==> src/rtl/aag_pkg.sv <==
`default_nettype none

package aag_pkg;

  localparam int DATA_W    = 32;
  localparam int ESIZE_W   = 31;
  localparam int ID_W      = 4;
  localparam int ID_VALUES = 16;
  localparam int DCNT_W    = 4;
  localparam int CMD_W     = 2;

  typedef enum logic [CMD_W-1:0] {
    OP_DEFINE    = 2'd0,
    OP_BOUND     = 2'd1,
    OP_SUBSCRIPT = 2'd2
  } aag_op_e;

  typedef enum logic [3:0] {
    ST_CLEAR,
    ST_IDLE,
    ST_Q_CONST,
    ST_Q_MAC,
    ST_Q_EMIT,
    ST_FIN_RD,
    ST_FIN_SUM,
    ST_FIN_STR,
    ST_FIN_CONST
  } aag_state_e;

  typedef struct packed {
    logic clear_en;
    logic def_load;
    logic bound_load;
    logic fin_start;
    logic fin_sum;
    logic fin_str;
    logic fin_const;
    logic sub_accept;
    logic q_const;
    logic q_mac;
    logic out_load;
  } aag_cmd_t;

  typedef struct packed {
    logic clear_last;
    logic defining;
    logic bound_last;
    logic dc_zero;
    logic emit;
    logic out_free;
    logic k_zero;
  } aag_status_t;

endpackage

`default_nettype wire

==> src/rtl/aag_ctrl.sv <==
`default_nettype none

module aag_ctrl (
  input  logic                        clk_i,
  input  logic                        rst_ni,
  input  logic                        in_valid_i,
  input  logic [aag_pkg::CMD_W-1:0]   op_i,
  input  aag_pkg::aag_status_t        status_i,
  output logic                        in_ready_o,
  output aag_pkg::aag_cmd_t           cmd_o
);

  aag_pkg::aag_state_e state_q, state_d;

  always_ff @(posedge clk_i or negedge rst_ni) begin
    if (!rst_ni) begin
      state_q <= aag_pkg::ST_CLEAR;
    end else begin
      state_q <= state_d;
    end
  end

  // next state
  always_comb begin
    state_d = state_q;
    unique case (state_q)
      aag_pkg::ST_CLEAR: begin
        if (status_i.clear_last) state_d = aag_pkg::ST_IDLE;
      end
      aag_pkg::ST_IDLE: begin
        if (in_valid_i) begin
          unique case (op_i)
            aag_pkg::OP_BOUND: begin
              if (status_i.defining && status_i.bound_last) state_d = aag_pkg::ST_FIN_RD;
            end
            aag_pkg::OP_SUBSCRIPT: begin
              state_d = status_i.dc_zero ? aag_pkg::ST_Q_CONST : aag_pkg::ST_Q_MAC;
            end
            default: state_d = aag_pkg::ST_IDLE;
          endcase
        end
      end
      aag_pkg::ST_Q_CONST: state_d = aag_pkg::ST_Q_MAC;
      aag_pkg::ST_Q_MAC: begin
        state_d = (status_i.emit && !status_i.out_free) ? aag_pkg::ST_Q_EMIT
                                                        : aag_pkg::ST_IDLE;
      end
      aag_pkg::ST_Q_EMIT: begin
        if (status_i.out_free) state_d = aag_pkg::ST_IDLE;
      end
      aag_pkg::ST_FIN_RD:  state_d = aag_pkg::ST_FIN_SUM;
      aag_pkg::ST_FIN_SUM: begin
        state_d = status_i.k_zero ? aag_pkg::ST_FIN_CONST : aag_pkg::ST_FIN_STR;
      end
      aag_pkg::ST_FIN_STR:   state_d = aag_pkg::ST_FIN_SUM;
      aag_pkg::ST_FIN_CONST: state_d = aag_pkg::ST_IDLE;
      default:               state_d = aag_pkg::ST_IDLE;
    endcase
  end

  // datapath commands
  always_comb begin
    cmd_o      = '0;
    in_ready_o = 1'b0;
    unique case (state_q)
      aag_pkg::ST_CLEAR: cmd_o.clear_en = 1'b1;
      aag_pkg::ST_IDLE: begin
        in_ready_o = 1'b1;
        if (in_valid_i) begin
          unique case (op_i)
            aag_pkg::OP_DEFINE: cmd_o.def_load = 1'b1;
            aag_pkg::OP_BOUND: begin
              cmd_o.bound_load = status_i.defining;
              cmd_o.fin_start  = status_i.defining && status_i.bound_last;
            end
            aag_pkg::OP_SUBSCRIPT: cmd_o.sub_accept = 1'b1;
            default: cmd_o = '0;
          endcase
        end
      end
      aag_pkg::ST_Q_CONST: cmd_o.q_const = 1'b1;
      aag_pkg::ST_Q_MAC: begin
        cmd_o.q_mac    = 1'b1;
        cmd_o.out_load = status_i.emit && status_i.out_free;
      end
      aag_pkg::ST_Q_EMIT:    cmd_o.out_load  = status_i.out_free;
      aag_pkg::ST_FIN_RD:    cmd_o           = '0;
      aag_pkg::ST_FIN_SUM:   cmd_o.fin_sum   = 1'b1;
      aag_pkg::ST_FIN_STR:   cmd_o.fin_str   = 1'b1;
      aag_pkg::ST_FIN_CONST: cmd_o.fin_const = 1'b1;
      default:               cmd_o           = '0;
    endcase
  end

endmodule

`default_nettype wire

==> config.mk <==
export PLATFORM = sky130hd
export DESIGN_NAME = aag_ctrl
export DESIGN_NICKNAME = d
export VERILOG_FILES = /design/src/rtl/aag_pkg.sv /design/src/rtl/aag_ctrl.sv
export SDC_FILE = /design/constraint.sdc
export NUM_CORES = 1
export LEC_CHECK = 0
export ABC_AREA = 1
export ABC_CLOCK_PERIOD_IN_PS = 1150
export BUFFER_PORTS_ARGS = -buffer_cell sky130_fd_sc_hd__buf_2
export CAP_MARGIN = 20
export CORE_UTILIZATION = 25
export CTS_CLUSTER_DIAMETER = 200
export DETAILED_ROUTE_END_ITERATION = 8
export GPL_TIMING_DRIVEN = 0
export PLACE_DENSITY = 0.57
export SLEW_MARGIN = 25
export SYNTH_ARGS = -nofsm -noshare
export SYNTH_HDL_FRONTEND = slang
export SYNTH_SLANG_ARGS = --single-unit
==> constraint.sdc <==
create_clock -name clk_i -period 1.15 [get_ports clk_i]
set_clock_uncertainty 0.15 [all_clocks]
set_input_delay 0.115 -clock clk_i [delete_from_list [all_inputs] [get_ports clk_i]]
set_output_delay 0.115 -clock clk_i [all_outputs]
set_load 0.05 [all_outputs]
==> run summary <==
## Status
- complete, but fails checks — run status
- negative setup slack — failing checks

## Route
- 1.97 mm — WL final
- 0 — remaining antenna violation count
- 17 — number of DRC violations after detailed-routing iteration 0
- 4 — length of the first detailed-routing pass in iterations
- 4.50 — routed vias/inst
- 11.4 um — routed length per instance
- 0 — count of unresolved DRC violations after routing
- 779 — vias after detailed routing

## Layout
- 62.4% — Final Core Density
- buf_4, nand2_1, buf_6, nor2_4, buf_2 — most frequent cells in the layout
- 173 — number of standard cells in the final layout excluding fillers
- buf_4 — commonest non-fill, non-tap cell in the layout
- 0.00124 sq mm — finished layout cell area
- 131% — post-synthesis to final-layout area growth
- 0 — final antenna diode count
- 67.1% — layout cell share with drive strength beyond 1
- state_q (4) — registers with the most flip-flops
- state_q — register bank with the most flops
- 163 — post-layout net count
- 4 — flip-flop count of the largest register after layout

## Synth
- 0 — count of warnings emitted by yosys
- 92 — number of cells produced by synthesis
- 4 — flip-flop and latch count after synthesis
- 0% — mux contribution to synthesized area
- 53.8% — Post-Synth Simple-Gate Area
- simple AND/OR/NAND/NOR gates — combinational family with the most area after synthesis
- 537 sq um — mapped cell area
- 3.50% — compound-gate portion of the synthesized area
- 19 — count of distinct cell types in the synthesized netlist
- 18.6% — sequential area share after synthesis
- 0% — area share of xor/xnor cells in the synthesized design
- 9.32% — adder and majority gate portion of the synthesized area
- 108 — nets in the synthesized netlist
- 5.83 sq um — Avg Cell Area, Syn

## Clocking
- 1 — # H-tree levels
- built — TritonCTS clock tree
- clkbuf_4 — Clock Root Buffer
- 3 — CTS Buf Count
- 0.04 ns — clock transition at the registers of the reported paths
- 4 — number of sinks on the clock net
- 2 — maximum buffer depth of the clock tree
- 0.24 ns — latest clock arrival within the worst-skew pair

## Worst setup path
- 1.37 ns — Crit path arrival time
- buf_6 > buf_4 > nor2_4 > nand2_2 > clkinvlp_4 > buf_8 — critical path, cell by cell
- 7 — maximum net fanout on the critical path
- 0.88 ns — required time of the worst setup path
- output port — Crit. End Element
- reg2out — kind of critical path
- 0.36 ns — Largest stage delay, worst path
- buffers and inverters — kind of cell with the highest combined delay on the critical path
- 4 — crit path buf inv count
- dfrtp_1 — Critical-path top delay cell
- register — critical path startpoint category

## Pwr
- 0.617 nW — leakage power
- 2030 mW/mm^2 — pwr/cell area
- 1430 uV — Worst IR Drop VDD

## Timing
- 142% — Final period util
- 0 — final slew viol count
- 0.611 GHz — Max Freq
- 85.3% — headroom to the max-slew limit
- 0.220 ns — transition at the pin with the smallest max-transition slack
- 1.64 ns — post-layout min period
- -0.487 ns — minimum setup slack in the final design
- yes — RSZ-0062 raised after global routing
- -6.42 ns — setup tns final
- 0.0374 ns — Fin Hold WS
- 16 — Setup-failing EPs final
- 0 — number of hold-slack violations in the final timing report

## Global routing
- 0 — total congestion overflow
- 0 — number of antenna violations at the first check in global routing
- 3.07 mm — global-route wire length before repair
- 16.8% — overall track demand over capacity in global routing
- 714 — vias in the first global route
- 8 — maximum number of pins on one net before global-route repair

## Floorplanning
- 48.3 um — die outline width
- 24 — I/O pin count
- 16 — Std-Cell Rows
- 0.00198 sq mm — area of the core region
- 27.1% — initial core utilization
- 0.00234 sq mm — full die area
- 48.3 um — die extent in y

## Placement
- 142 — total instance count after detailed placement
- 0.849 — routability cong.
- 823 sq um — DP Area
- 23 — IO buf count
- 1.16 mm — placed wire-length estimate

## Hold path
- in2reg — class of the tightest hold or removal check

## Flow run
- 0 — reported max-cap violation count

[logic make-up (layout without fill, tap and decap cells)]
logic type                 after synthesis  after routing
and+or+nand+nor                         62             62
buffers and inverters                   19             73
adders and majority gates                4              4
AOI/OAI and AO/OA                        3              3
DFF                                      4              4
[layout make-up]
class / instances / area (sq um)
Fill cell: 173 / 744
Multi-Input combinational cell: 69 / 539
Timing Repair Buffer: 50 / 437
Sequential cell: 4 / 104
Inverter: 18 / 86.3
Tap cell: 27 / 33.8
Clock buffer: 4 / 26.3
Buffer: 1 / 11.3
[final timing paths]
| path | start | endpoint | slack, ns | depth (start not counted) |
|---|---|---|---|---|
| setup / recovery | state_q[0]$_DFFE_PN0P_ | cmd_o[2] | -0.49 | 6 |
| hold / removal | status_i[0] | state_q[3]$_DFFE_PN0P_ | 0.04 | 3 |
| setup reg to reg | state_q[0]$_DFFE_PN0P_ | state_q[0]$_DFFE_PN0P_ | -0.39 | 10 |
| hold reg to reg | state_q[3]$_DFFE_PN0P_ | state_q[3]$_DFFE_PN0P_ | 0.61 | 4 |
| max in group asynchronous | rst_ni | state_q[3]$_DFFE_PN0P_ | 0.64 | 2 |
| min in group asynchronous | rst_ni | state_q[1]$_DFFE_PN0P_ | 0.07 | 2 |
[where the power goes]
part | switching (mW) | leakage [nW] | internal [mW]
combinational | 1.13 | 0.554 | 0.960
sequential | 0.0493 | 0.0479 | 0.182
clock | 0.0604 | 0.0150 | 0.130
total | 1.24 | 0.617 | 1.27
[worst register-to-register path, cell delays in order, from the launching register on]
cell and delay [ns]:
dfrtp_1 0.33, buf_6 0.15, inv_4 0.04, nor2_4 0.13
nand2_4 0.08, buf_4 0.14, buf_4 0.12, o21ai_2 0.11
nor2_2 0.06, nand2_1 0.06, nand2_1 0.06
[per-layer routing]
metal  share of wire (%)  global-route usage, %  vias to the layer above
li1                    -                      -                      387
met1                  37                   19.6                      349
met2                  54                   30.3                       35
met3                 4.7                   1.89                        8
met4                 4.2                   8.33                        0
met5                   0                      0                        -
[metrics by stage]
stage,worst slack [ns],power (mW)
2_1_floorplan,-0.499,1.23
5_1_grt,-0.530,2.68
3_5_place_dp,-0.430,1.44
4_1_cts,-0.493,2.24
6_report,-0.487,2.51
3_3_place_gp,-0.412,1.44
[Yosys cell counts]
cell type / n / share of area (%)
nand2_1: 27 / 19
nor2_1: 16 / 11
inv_1: 15 / 10
nand3_1: 6 / 5.6
dfrtp_1: 4 / 19
ha_1: 4 / 9.3
nor2_2: 4 / 4.7
inv_2: 3 / 2.1
nand2_2: 2 / 2.3
nor2_4: 2 / 4.2
a21oi_1: 1 / 0.93
a21oi_2: 1 / 1.6
buf_6: 1 / 2.1
nand3_2: 1 / 1.9
nand3b_1: 1 / 1.4
nand4_1: 1 / 1.2
nor3b_1: 1 / 1.4
nor4_1: 1 / 1.2
o21ai_1: 1 / 0.93
[timing repair]
action                     4_1_cts  5_1_grt
setup buffers                   20       10
pin swaps                       19        9
hold endpoints to repair         4        0
resized for setup               45        9
hold buffers                     1        0
setup endpoints to repair       15       16
No activity file was read; power rests on OpenSTA's default activity.
